File: src/hw/rtl/pipc_pkg.sv
`timescale 1ns / 1ps
`default_nettype none

package pipc_pkg;

    // default coordinate format, signed fixed point
    localparam int COORD_WIDTH_DEF = 24;
    localparam int FRAC_BITS_DEF   = 8;

    // offset radius register width, unsigned
    localparam int RADIUS_WIDTH = 16;

    // edge unit to top: one edge finished, and whether it flips the parity
    typedef struct packed {
        logic done;
        logic toggle;
    } pipc_edge_status_t;

    // serial compare engine to edge unit: finished, and sign of the difference
    typedef struct packed {
        logic done;
        logic neg;
    } pipc_cmp_status_t;

endpackage

`default_nettype wire

File: src/hw/rtl/pipc_serial_cmp.sv
`timescale 1ns / 1ps
`default_nettype none

// sign of mult_a*mcand_a - mult_b*mcand_b, one multiplier bit per cycle,
// lsb first; the low product bits drop out of a narrow accumulator
module pipc_serial_cmp
    import pipc_pkg::*;
#(
    parameter int MCAND_WIDTH = COORD_WIDTH_DEF,
    parameter int MULT_WIDTH  = COORD_WIDTH_DEF + 1
) (
    input  logic                   clk,
    input  logic                   rst_n,
    input  logic                   start,
    input  logic [MULT_WIDTH-1:0]  mult_a,
    input  logic [MULT_WIDTH-1:0]  mult_b,
    input  logic [MCAND_WIDTH-1:0] mcand_a,
    input  logic [MCAND_WIDTH-1:0] mcand_b,
    output pipc_cmp_status_t       status
);

    localparam int AW = MCAND_WIDTH + 1;

    typedef enum logic {
        ST_IDLE,
        ST_RUN
    } state_t;

    state_t                  state_reg;
    pipc_cmp_status_t        status_reg;
    logic [MULT_WIDTH-1:0]   a_sr_reg;
    logic [MULT_WIDTH-1:0]   b_sr_reg;
    logic [MCAND_WIDTH-1:0]  ma_reg;
    logic [MCAND_WIDTH-1:0]  mb_reg;
    logic signed [AW-1:0]    acc_reg;
    logic signed [AW:0]      sum;
    logic signed [AW:0]      add_a;
    logic signed [AW:0]      add_b;
    logic                    bits_left;

    assign bits_left = (a_sr_reg != '0) || (b_sr_reg != '0);

    always_comb
    begin
        add_a = a_sr_reg[0] ? $signed({2'b00, ma_reg}) : '0;
        add_b = b_sr_reg[0] ? $signed({2'b00, mb_reg}) : '0;
        sum   = $signed({acc_reg[AW-1], acc_reg}) + add_a - add_b;
    end

    always_ff @(posedge clk or negedge rst_n)
    begin
        if (!rst_n)
        begin
            state_reg  <= ST_IDLE;
            status_reg <= '0;
        end
        else
        begin
            status_reg.done <= 1'b0;
            unique case (state_reg)
                ST_IDLE:
                begin
                    if (start)
                    begin
                        state_reg <= ST_RUN;
                    end
                end
                ST_RUN:
                begin
                    // remaining steps would only shift right, the sign is final
                    if (!bits_left)
                    begin
                        status_reg.done <= 1'b1;
                        status_reg.neg  <= acc_reg[AW-1];
                        state_reg       <= ST_IDLE;
                    end
                end
                default:
                begin
                    state_reg <= ST_IDLE;
                end
            endcase
        end
    end

    always_ff @(posedge clk)
    begin
        if (state_reg == ST_IDLE && start)
        begin
            a_sr_reg <= mult_a;
            b_sr_reg <= mult_b;
            ma_reg   <= mcand_a;
            mb_reg   <= mcand_b;
            acc_reg  <= '0;
        end
        else if (state_reg == ST_RUN && bits_left)
        begin
            acc_reg  <= sum[AW:1];
            a_sr_reg <= a_sr_reg >> 1;
            b_sr_reg <= b_sr_reg >> 1;
        end
    end

    assign status = status_reg;

endmodule

`default_nettype wire

File: src/hw/rtl/pipc_edge_unit.sv
`timescale 1ns / 1ps
`default_nettype none

// one polygon edge: straddle check, then the crossing compare
// tx - r < xi + trunc(dx*dyt/dy) turned into a sign test of two products
module pipc_edge_unit
    import pipc_pkg::*;
#(
    parameter int COORD_WIDTH = COORD_WIDTH_DEF
) (
    input  logic                          clk,
    input  logic                          rst_n,
    input  logic                          start,
    input  logic signed [COORD_WIDTH-1:0] xi,
    input  logic signed [COORD_WIDTH-1:0] yi,
    input  logic signed [COORD_WIDTH-1:0] xj,
    input  logic signed [COORD_WIDTH-1:0] yj,
    input  logic signed [COORD_WIDTH-1:0] tx,
    input  logic signed [COORD_WIDTH-1:0] ty,
    input  logic [RADIUS_WIDTH-1:0]       radius,
    output pipc_edge_status_t             status
);

    localparam int EW = ((COORD_WIDTH > RADIUS_WIDTH) ? COORD_WIDTH : RADIUS_WIDTH) + 2;
    localparam int KW = EW - 1;
    localparam int DW = COORD_WIDTH + 1;

    typedef enum logic [1:0] {
        ST_IDLE,
        ST_SETUP,
        ST_WAIT
    } state_t;

    function automatic logic [COORD_WIDTH-1:0] mag(input logic signed [DW-1:0] v);
        logic [DW-1:0] m;
        m = v[DW-1] ? DW'(-v) : DW'(v);
        return m[COORD_WIDTH-1:0];
    endfunction

    state_t                  state_reg;
    pipc_edge_status_t       status_reg;
    logic                    eng_start_reg;
    pipc_cmp_status_t        cmp_st;

    logic signed [EW-1:0]    r_e;
    logic signed [EW-1:0]    ty_r;
    logic                    below_i;
    logic                    below_j;

    logic                    strad_reg;
    logic signed [DW-1:0]    dx_reg;
    logic signed [DW-1:0]    dyt_reg;
    logic signed [DW-1:0]    dy_reg;
    logic signed [EW-1:0]    tdiff_reg;
    logic                    neg_reg;
    logic [KW-1:0]           mult_a_reg;
    logic [KW-1:0]           mult_b_reg;
    logic [COORD_WIDTH-1:0]  mcand_a_reg;
    logic [COORD_WIDTH-1:0]  mcand_b_reg;

    logic                    neg;
    logic                    t_neg;
    logic [EW-1:0]           tplus;
    logic [EW-1:0]           tminus;

    // level of the ray and straddle flags, exact
    always_comb
    begin
        r_e     = $signed({{(EW - RADIUS_WIDTH){1'b0}}, radius});
        ty_r    = EW'(ty) + r_e;
        below_i = EW'(yi) < ty_r;
        below_j = EW'(yj) < ty_r;
    end

    // sign of the quotient and the integer bound k
    always_comb
    begin
        neg    = dx_reg[DW-1] ^ dyt_reg[DW-1] ^ dy_reg[DW-1];
        t_neg  = tdiff_reg[EW-1];
        tplus  = tdiff_reg + {{(EW - 1){1'b0}}, 1'b1};
        tminus = '0 - tdiff_reg;
    end

    always_ff @(posedge clk or negedge rst_n)
    begin
        if (!rst_n)
        begin
            state_reg     <= ST_IDLE;
            status_reg    <= '0;
            eng_start_reg <= 1'b0;
        end
        else
        begin
            status_reg.done <= 1'b0;
            eng_start_reg   <= 1'b0;
            unique case (state_reg)
                ST_IDLE:
                begin
                    if (start)
                    begin
                        state_reg <= ST_SETUP;
                    end
                end
                ST_SETUP:
                begin
                    priority if (!strad_reg)
                    begin
                        status_reg <= '{done: 1'b1, toggle: 1'b0};
                        state_reg  <= ST_IDLE;
                    end
                    else if (!neg && t_neg)
                    begin
                        // crossing at or right of xi, test x strictly left
                        status_reg <= '{done: 1'b1, toggle: 1'b1};
                        state_reg  <= ST_IDLE;
                    end
                    else if (neg && !t_neg)
                    begin
                        status_reg <= '{done: 1'b1, toggle: 1'b0};
                        state_reg  <= ST_IDLE;
                    end
                    else
                    begin
                        eng_start_reg <= 1'b1;
                        state_reg     <= ST_WAIT;
                    end
                end
                ST_WAIT:
                begin
                    if (cmp_st.done)
                    begin
                        status_reg.done   <= 1'b1;
                        status_reg.toggle <= neg_reg ? cmp_st.neg : !cmp_st.neg;
                        state_reg         <= ST_IDLE;
                    end
                end
                default:
                begin
                    state_reg <= ST_IDLE;
                end
            endcase
        end
    end

    always_ff @(posedge clk)
    begin
        if (state_reg == ST_IDLE && start)
        begin
            strad_reg <= below_i ^ below_j;
            dx_reg    <= DW'(xj) - DW'(xi);
            dyt_reg   <= DW'(yi) - DW'(ty);
            dy_reg    <= DW'(yj) - DW'(yi);
            tdiff_reg <= EW'(tx) - r_e - EW'(xi);
        end
        if (state_reg == ST_SETUP)
        begin
            neg_reg     <= neg;
            mult_a_reg  <= KW'(mag(dx_reg));
            mult_b_reg  <= neg ? tminus[KW-1:0] : tplus[KW-1:0];
            mcand_a_reg <= mag(dyt_reg);
            mcand_b_reg <= mag(dy_reg);
        end
    end

    pipc_serial_cmp #(
        .MCAND_WIDTH (COORD_WIDTH),
        .MULT_WIDTH  (KW)
    ) u_cmp (
        .clk     (clk),
        .rst_n   (rst_n),
        .start   (eng_start_reg),
        .mult_a  (mult_a_reg),
        .mult_b  (mult_b_reg),
        .mcand_a (mcand_a_reg),
        .mcand_b (mcand_b_reg),
        .status  (cmp_st)
    );

    assign status = status_reg;

endmodule

`default_nettype wire

File: src/hw/rtl/point_in_polygon_crossing.sv
`timescale 1ns / 1ps
`default_nettype none

// a first vertex is just stored; each later one starts the edge from the previous vertex,
//   decided by straddle and sign or by the serial compare of K = max(COORD_WIDTH, 16) + 1
//   (25) bits; the last vertex adds the closing edge, then the result goes out
// throughput: one item at a time, the compare stops once the multiplier bits are zero;
//   a new result waits in place while the previous one is still held by m_tready
// reset: rst_n async active low; clears parity, have_vertex, output valid; radius 0.5
module point_in_polygon_crossing
    import pipc_pkg::*;
#(
    parameter int COORD_WIDTH = COORD_WIDTH_DEF,
    parameter int FRAC_BITS   = FRAC_BITS_DEF
) (
    input  logic                                clk,
    input  logic                                rst_n,
    // input items, one polygon vertex each
    input  logic                                s_tvalid,
    output logic                                s_tready,
    // vertex_x, vertex_y, test_x, test_y from the lowest bit up, zero filled
    input  logic [((4*COORD_WIDTH+7)/8)*8-1:0]  s_tdata,
    // last_vertex
    input  logic                                s_tlast,
    // result items, one per polygon
    output logic                                m_tvalid,
    input  logic                                m_tready,
    // inside_res in bit 0, zero filled
    output logic [7:0]                          m_tdata,
    // offset_radius write
    input  logic                                cfg_we,
    input  logic [RADIUS_WIDTH-1:0]             cfg_wdata
);

    localparam int W = COORD_WIDTH;
    localparam logic [RADIUS_WIDTH-1:0] RADIUS_RESET =
        RADIUS_WIDTH'((32'd1 << FRAC_BITS) >> 1);

    typedef enum logic [2:0] {
        ST_IDLE,
        ST_LAUNCH,
        ST_EDGE1,
        ST_EDGE2,
        ST_RESULT
    } state_t;

    state_t                 state_reg;
    logic                   have_vertex_reg;
    logic                   parity_reg;
    logic                   m_tvalid_reg;
    logic                   inside_reg;
    logic [RADIUS_WIDTH-1:0] radius_reg;

    // current item and polygon memory
    logic signed [W-1:0]    cur_x_reg;
    logic signed [W-1:0]    cur_y_reg;
    logic signed [W-1:0]    tx_reg;
    logic signed [W-1:0]    ty_reg;
    logic                   last_reg;
    logic signed [W-1:0]    first_x_reg;
    logic signed [W-1:0]    first_y_reg;
    logic signed [W-1:0]    prev_x_reg;
    logic signed [W-1:0]    prev_y_reg;

    // edge unit hookup
    logic                   edge_start;
    logic                   sel_close;
    logic signed [W-1:0]    e_xi;
    logic signed [W-1:0]    e_yi;
    logic signed [W-1:0]    e_xj;
    logic signed [W-1:0]    e_yj;
    pipc_edge_status_t      edge_st;

    logic                   s_fire;
    logic                   out_free;

    assign s_tready = (state_reg == ST_IDLE);
    assign s_fire   = s_tvalid && s_tready;
    assign out_free = !m_tvalid_reg || m_tready;

    // edge from the previous vertex on launch, closing edge after the first test
    assign sel_close  = (state_reg == ST_EDGE1);
    assign e_xi       = sel_close ? cur_x_reg   : prev_x_reg;
    assign e_yi       = sel_close ? cur_y_reg   : prev_y_reg;
    assign e_xj       = sel_close ? first_x_reg : cur_x_reg;
    assign e_yj       = sel_close ? first_y_reg : cur_y_reg;
    assign edge_start = (state_reg == ST_LAUNCH && have_vertex_reg) ||
                        (state_reg == ST_EDGE1 && edge_st.done && last_reg);

    always_ff @(posedge clk or negedge rst_n)
    begin
        if (!rst_n)
        begin
            state_reg       <= ST_IDLE;
            have_vertex_reg <= 1'b0;
            parity_reg      <= 1'b0;
            m_tvalid_reg    <= 1'b0;
            inside_reg      <= 1'b0;
            radius_reg      <= RADIUS_RESET;
        end
        else
        begin
            if (cfg_we)
            begin
                radius_reg <= cfg_wdata;
            end
            if (m_tvalid_reg && m_tready)
            begin
                m_tvalid_reg <= 1'b0;
            end
            unique case (state_reg)
                ST_IDLE:
                begin
                    if (s_fire)
                    begin
                        state_reg <= ST_LAUNCH;
                    end
                end
                ST_LAUNCH:
                begin
                    if (!have_vertex_reg)
                    begin
                        // first vertex of a polygon, no edge yet; a lone
                        // vertex has a degenerate closing edge, parity stays 0
                        have_vertex_reg <= 1'b1;
                        parity_reg      <= 1'b0;
                        state_reg       <= last_reg ? ST_RESULT : ST_IDLE;
                    end
                    else
                    begin
                        state_reg <= ST_EDGE1;
                    end
                end
                ST_EDGE1:
                begin
                    if (edge_st.done)
                    begin
                        parity_reg <= parity_reg ^ edge_st.toggle;
                        state_reg  <= last_reg ? ST_EDGE2 : ST_IDLE;
                    end
                end
                ST_EDGE2:
                begin
                    if (edge_st.done)
                    begin
                        parity_reg <= parity_reg ^ edge_st.toggle;
                        state_reg  <= ST_RESULT;
                    end
                end
                ST_RESULT:
                begin
                    // wait for the output register, then start a new polygon
                    if (out_free)
                    begin
                        m_tvalid_reg    <= 1'b1;
                        inside_reg      <= parity_reg;
                        parity_reg      <= 1'b0;
                        have_vertex_reg <= 1'b0;
                        state_reg       <= ST_IDLE;
                    end
                end
                default:
                begin
                    state_reg <= ST_IDLE;
                end
            endcase
        end
    end

    always_ff @(posedge clk)
    begin
        if (s_fire)
        begin
            cur_x_reg <= $signed(s_tdata[W-1:0]);
            cur_y_reg <= $signed(s_tdata[2*W-1:W]);
            tx_reg    <= $signed(s_tdata[3*W-1:2*W]);
            ty_reg    <= $signed(s_tdata[4*W-1:3*W]);
            last_reg  <= s_tlast;
        end
        if (state_reg == ST_LAUNCH)
        begin
            prev_x_reg <= cur_x_reg;
            prev_y_reg <= cur_y_reg;
            if (!have_vertex_reg)
            begin
                first_x_reg <= cur_x_reg;
                first_y_reg <= cur_y_reg;
            end
        end
    end

    pipc_edge_unit #(
        .COORD_WIDTH (W)
    ) u_edge (
        .clk    (clk),
        .rst_n  (rst_n),
        .start  (edge_start),
        .xi     (e_xi),
        .yi     (e_yi),
        .xj     (e_xj),
        .yj     (e_yj),
        .tx     (tx_reg),
        .ty     (ty_reg),
        .radius (radius_reg),
        .status (edge_st)
    );

    assign m_tvalid = m_tvalid_reg;
    assign m_tdata  = {7'b0, inside_reg};

    // an edge result only comes back while an edge test is pending
    a_edge_done_in_test: assert property (@(posedge clk) disable iff (!rst_n)
        edge_st.done |-> (state_reg == ST_EDGE1 || state_reg == ST_EDGE2))
        else $error("edge result outside an edge test");

    // pushing a result ends the polygon
    a_result_push: assert property (@(posedge clk) disable iff (!rst_n)
        (state_reg == ST_RESULT && out_free) |=>
        (m_tvalid_reg && !have_vertex_reg && state_reg == ST_IDLE))
        else $error("result push did not close the polygon");

    // no polygon open means no crossings counted
    a_parity_clear: assert property (@(posedge clk) disable iff (!rst_n)
        (state_reg == ST_IDLE && !have_vertex_reg) |-> !parity_reg)
        else $error("parity left set between polygons");

endmodule

`default_nettype wire
File: config.mk
export PLATFORM = sky130hd
export DESIGN_NAME = point_in_polygon_crossing
export DESIGN_NICKNAME = d
export VERILOG_FILES = /design/src/hw/rtl/pipc_pkg.sv /design/src/hw/rtl/pipc_serial_cmp.sv /design/src/hw/rtl/pipc_edge_unit.sv /design/src/hw/rtl/point_in_polygon_crossing.sv
export SDC_FILE = /design/constraint.sdc
export NUM_CORES = 1
export LEC_CHECK = 0
export ABC_AREA = 1
export ABC_CLOCK_PERIOD_IN_PS = 9400
export BUFFER_PORTS_ARGS = -buffer_cell sky130_fd_sc_hd__buf_2
export CAP_MARGIN = 5
export CORE_MARGIN = 2
export CORE_UTILIZATION = 50
export CTS_CLUSTER_DIAMETER = 150
export CTS_CLUSTER_SIZE = 12
export DETAILED_ROUTE_END_ITERATION = 10
export PLACE_DENSITY = 0.69
export SYNTH_ARGS = -nofsm -noshare
export SYNTH_HDL_FRONTEND = slang
export SYNTH_SLANG_ARGS = --single-unit
File: constraint.sdc
create_clock -name clk -period 9.4 [get_ports clk]
set_clock_uncertainty 0.15 [all_clocks]
set_input_delay 0.47 -clock clk [delete_from_list [all_inputs] [get_ports clk]]
set_output_delay 0.47 -clock clk [all_outputs]
set_load 0.01 [all_outputs]
== After elaboration in Yosys (flattened, before gate mapping) ==
Index checks and enable logic that the tools add are counted.
W data, S select, Z words.

* Mux-type cells: 51
* Add/subtract/negate cells: 13
* Equality and inequality tests: 15
* Bitwise operators: 7
* Reduce and logical (&&, ||, !) cells: 34
* Magnitude comparators: 2

{| class="wikitable"
|+ Operator list
! cell !! count
|-
| $mux W24 || 11
|-
| $mux W25 || 3
|-
| $sub A24 B24 Y25 || 3
|-
| $neg A24 Y24 || 3
|-
| $lt A24 B25 Y1 || 2
|-
| $reduce_bool A25 Y1 || 2
|-
| $add A25 B25 Y26 || 1
|-
| $sub A25 B24 Y26 || 1
|-
| $sub A26 B25 Y26 || 1
|-
| $add A24 B17 Y25 || 1
|-
| $add A25 B1 Y25 const B || 1
|-
| $sub A1 B25 Y25 const A || 1
|-
| $sub A24 B17 Y25 || 1
|-
| $mux W2 || 12
|-
| $mux W3 || 6
|-
| $pmux W3 S5 || 1
|-
| $mux W1 || 13
|-
| $logic_and A1 B1 Y1 || 10
|-
| $ne A2 B1 Y1 const B || 5
|-
| $reduce_and A2 Y1 || 5
|-
| $reduce_and A4 Y1 || 2
|-
| $eq A3 B2 Y1 const B || 2
|-
| $ne A2 B2 Y1 const B || 3
|-
| $pmux W2 S3 || 1
|-
| other kinds (18) || 31
|}

* Register bits: 546
* Input bits: 118
* Output and inout bits: 10

== Depth between registers and ports, before layout ==
* Word-level depth: 7
* Mapped depth: 27

== Cells and area by module ==
From an unflattened synthesis, not the netlist that was laid out.

* Cells, all modules: 3,333
* Area total of the unflattened synthesis: 31,734.2 µm²

{| class="wikitable"
|+ Modules (own cells, without submodules)
! module !! times used !! cells an instance !! area an instance (µm²)
|-
| pipc_edge_unit || 1 || 1,836 || 16,190.5
|-
| point_in_polygon_crossing || 1 || 559 || 8,056.5
|-
| pipc_serial_cmp || 1 || 938 || 7,487.2
|}

== Least setup slack after synthesis ==
OpenSTA, ideal clock, no wires.

* Path kind: register to register
* Start: reg state_reg[2]
* End: reg u_edge.dx_reg[0], enable pin
* Buffers on the path: 0
* Library setup time: 0.563 ns
* Arrival: 8.629 ns
* Period minus slack after synthesis: 9.342 ns
* Required time: 8.687 ns
* Cell stages (with the launch flop): 8
* Setup slack: 0.058 ns
* Cell sequence: dfrtp_1 > nor3_1 > inv_2 > nor2_1 > inv_1 > o21ai_0 > inv_1 > nor2_1

* Longest elaborated chain between the ends: 5
* Elaborated cells between the ends (all ways): 7

{| class="wikitable"
|+ Ends and longest elaborated chain
! item !! RTL line !! source
|-
| start: declaration || point_in_polygon_crossing.sv:47 || <nowiki>state_t state_reg;</nowiki>
|-
| start signal: assignment || point_in_polygon_crossing.sv:127 || <nowiki>state_reg <= last_reg ? ST_RESULT : ST_IDLE;</nowiki>
|-
| start signal: assignment || point_in_polygon_crossing.sv:139 || <nowiki>state_reg <= last_reg ? ST_EDGE2 : ST_IDLE;</nowiki>
|-
| $eq A3 B2 Y1 || point_in_polygon_crossing.sv:88 || <nowiki>(state_reg == ST_EDGE1 && edge_st.done && last_reg);</nowiki>
|-
| $logic_and A1 B1 Y1 (2 in a row) || point_in_polygon_crossing.sv:88 ||
|-
| $logic_or A1 B1 Y1 (*) || point_in_polygon_crossing.sv:87 || <nowiki>assign edge_start = (state_reg == ST_LAUNCH && have_vertex_reg) ||</nowiki>
|-
| $logic_and A1 B1 Y1 (*) || pipc_edge_unit.sv:147 || <nowiki>if (state_reg == ST_IDLE && start)</nowiki>
|-
| end signal: assignment || pipc_edge_unit.sv:150 || <nowiki>dx_reg <= DW'(xj) - DW'(xi);</nowiki>
|-
| end: declaration || pipc_edge_unit.sv:51 || <nowiki>logic signed [DW-1:0] dx_reg;</nowiki>
|}

Mark *: on every way between the ends. The rest lies on a longest branch, timed or not.
A chain may end at the register's enable or synchronous reset.

== Worst setup path after layout ==
* Start: reg state_reg[2]
* End: reg u_edge.dy_reg[17], data pin

* Longest elaborated chain between the ends: 3
* Elaborated cells between the ends (all ways): 4

{| class="wikitable"
|+ Ends and longest elaborated chain
! item !! RTL line !! source
|-
| $eq A3 B2 Y1 (*) || point_in_polygon_crossing.sv:82 || <nowiki>assign sel_close = (state_reg == ST_EDGE1);</nowiki>
|-
| $mux W24, on equally long branches || point_in_polygon_crossing.sv:86, point_in_polygon_crossing.sv:84 ||
|-
| $sub A24 B24 Y25 (*) || pipc_edge_unit.sv:152 || <nowiki>dy_reg <= DW'(yj) - DW'(yi);</nowiki>
|-
| end signal: assignment || pipc_edge_unit.sv:152 ||
|-
| end: declaration || pipc_edge_unit.sv:53 || <nowiki>logic signed [DW-1:0] dy_reg;</nowiki>
|}

Marks and branches as above.

==> run metrics <==
worst hold slack 0.0402 ns; Ports 128; worst-margin pin slew 1.08 ns; Crit path max-delay family compound AO/OA/AOI/OAI gates; Row Count 90; # diodes 0; pin count of the biggest net entering global routing 83; CTS buffer count 51; status complete, no violations; Final Hold Viols 0; Crit Path Category reg2reg; Iter 0 DRT Violations 1886; Yosys cell types 62; Synth-to-Final Area Change 13.5%; max FFs per register 26; Period Utilization, post-route 0.506; post-CTS setup buffers 0; Post-CTS Resized 0; Post-synth ARST share 0.0568; Residual DRC 0; worst relative slew slack 0.279; number of H-tree levels 2; ys flop type edfxtp_1; Clk Latency, worst-skew pair 0.62 ns; Die X 251 um; FF-to-FF path depth 16; Pre-antenna DRT Iters 6; Storage cell area 0.0160 mm^2; most numerous cell on the critical path o21ai_1; WP data required 9.60 ns; WP data arrival 4.95 ns; core area 0.0604 mm^2; fillcell total 5061; fmax 0.210 GHz; drt wl/cell 17.3 um; post-detailed-routing wire length 71700 um; Buf/Inv on CP 2; critical path launch point type register; CP Max Fanout 48; first-pass GRT wire length 115000 um; antenna viol nets, final 0; HP Class in2reg; r2r setup slk 4.64 ns; CTS tree yes; cells along the critical path nor2_2, nand2_4, inv_2, buf_4, or2_2, o21ai_0, ha_1, nand2_1, o21ai_1, a21oi_1, o21ai_1, a21boi_1, o21ai_1, a21oi_1, o21ai_1, xor2_1; EDFF count, synth 490; GRT overflow 0; Max Slew Vio Count 0; final setup vio count 0; Clock transition at path regs 0.07 ns; Syn Area/Cell 9.96 um^2; #FFs+latches synth 546; WHS Path Cells 4; Mapped Area 0.0305 mm^2; Fin Setup TNS 0 ns; Avg Vias per Cell 5.28; Worst Hold Path EP m_tvalid; Die Y 251 um; vias in the first global route 21654; Syn. warnings 0; Tmin final 4.76 ns; reg-to-reg endpoint u_edge.dy_reg[17]; commonest non-fill, non-tap cells in the layout nand2_1 (649), edfxtp_1 (490), inv_1 (396); critical path's slowest cell buf_4; final std cells w/o fill 4133; synthesized instance count 3063; DP Cell Count 3924; RSZ-0062 raised after global routing no; area of the multi-input gates 0.0128 mm^2; clk sinks 546; layout cells sized above 1 0.0779; slowest stage delay, CP 0.49 ns; detailed placer's ending HPWL 53000 um; clock tree buffer depth 3; commonest non-fill, non-tap cell in the layout nand2_1; # port buffers 120; endpoint type of the worst setup path register; launching point of the worst reg2reg path state_reg[2]; Layout Nets 3673; full die area 0.0630 mm^2; hold wc startpoint m_tready; Initial Util 0.505; antenna violations before repair 0; clock tree root driver cell clkbuf_16; register area share after synthesis 0.524; Routability Congestion 0.934; Tot GR Track Use 0.230; Max Cap Violations 0; DR vias 21839
[synth_stat cells (35+ instances only)]
cell,n,area [um^2]
nor3_1,52,260
nor2_1,168,631
nand3_1,89,445
xnor2_1,74,648
o21ai_0,127,636
or2_2,35,219
inv_1,396,1490
nand2_1,650,2440
xor2_1,146,1280
o21ai_1,75,375
fa_1,44,881
a21oi_1,192,961
ha_1,202,2530
edfxtp_1,490,14700
clkbuf_1,49,184
[worst reg2reg max path, stage by stage, from the launching register on]
cell	delay [ns]
dfrtp_1	0.44
nor2_2	0.24
nand2_4	0.18
inv_2	0.47
buf_4	0.51
or2_2	0.19
o21ai_0	0.11
ha_1	0.44
nand2_1	0.07
o21ai_1	0.37
a21oi_1	0.20
o21ai_1	0.28
a21boi_1	0.14
o21ai_1	0.28
a21oi_1	0.17
o21ai_1	0.17
xor2_1	0.08
[how the worst max path moves through the flow]
stage,start,end,slack (ns),cells past startpoint
2_1_floorplan,state_reg[2],u_edge.dx_reg[0],0.06,7
3_3_place_gp,state_reg[2],u_edge.dy_reg[17],4.89,16
3_5_place_dp,state_reg[2],u_edge.dy_reg[17],4.75,16
4_1_cts,state_reg[2],u_edge.dy_reg[17],4.72,16
5_1_grt,state_reg[2],u_edge.dy_reg[17],4.31,16
6_report,state_reg[2],u_edge.dy_reg[17],4.64,16
[cell type report]
cell class,instances,share of cell area
flip-flops and latches,546,0.462
multi-input cells,2048,0.368
repair buffers,247,0.0531
inverters,415,0.0450
clock buffers,93,0.0420
well taps,782,0.0283
clock inverters,2,0.00112
[what timing repair did]
action	4_1_cts	5_1_grt
setup endpoints to repair	0	0
hold endpoints to repair	143	0
hold buffers	114	0
[per-stage QoR]
stage	cell area, um^2	util	worst slack [ns]
2_1_floorplan	30500	-	0.0576
3_3_place_gp	32000	0.530	4.89
3_5_place_dp	32000	0.530	4.75
4_1_cts	34600	0.573	4.72
5_1_grt	34600	0.573	4.31
6_report	34600	0.573	4.64
[cell families after synthesis]
group / count (synthesis) / share of synthesized area
AND/OR/NAND/NOR: 1071 / 0.148
flip-flops: 546 / 0.524
AO/OA/AOI/OAI: 485 / 0.0864
buffers and inverters: 475 / 0.0597
adder cells (fa/ha/maj): 246 / 0.112
XOR/XNOR: 222 / 0.0643
multiplexers: 17 / 0.00562
other: 1 / 0.000123
[layer usage]
layer	global-route usage	share of wire	routed length (um)	vias to the layer above
met2	0.357	0.44	31500	652
met5	0	0	0	-
li1	-	-	-	10841
met4	0.0645	0.026	1830	0
met3	0.0323	0.056	4020	115
met1	0.340	0.48	34300	10231
Power is not shown: default switching activity piles up to over one toggle a cycle in this logic, so the estimate is an artifact.
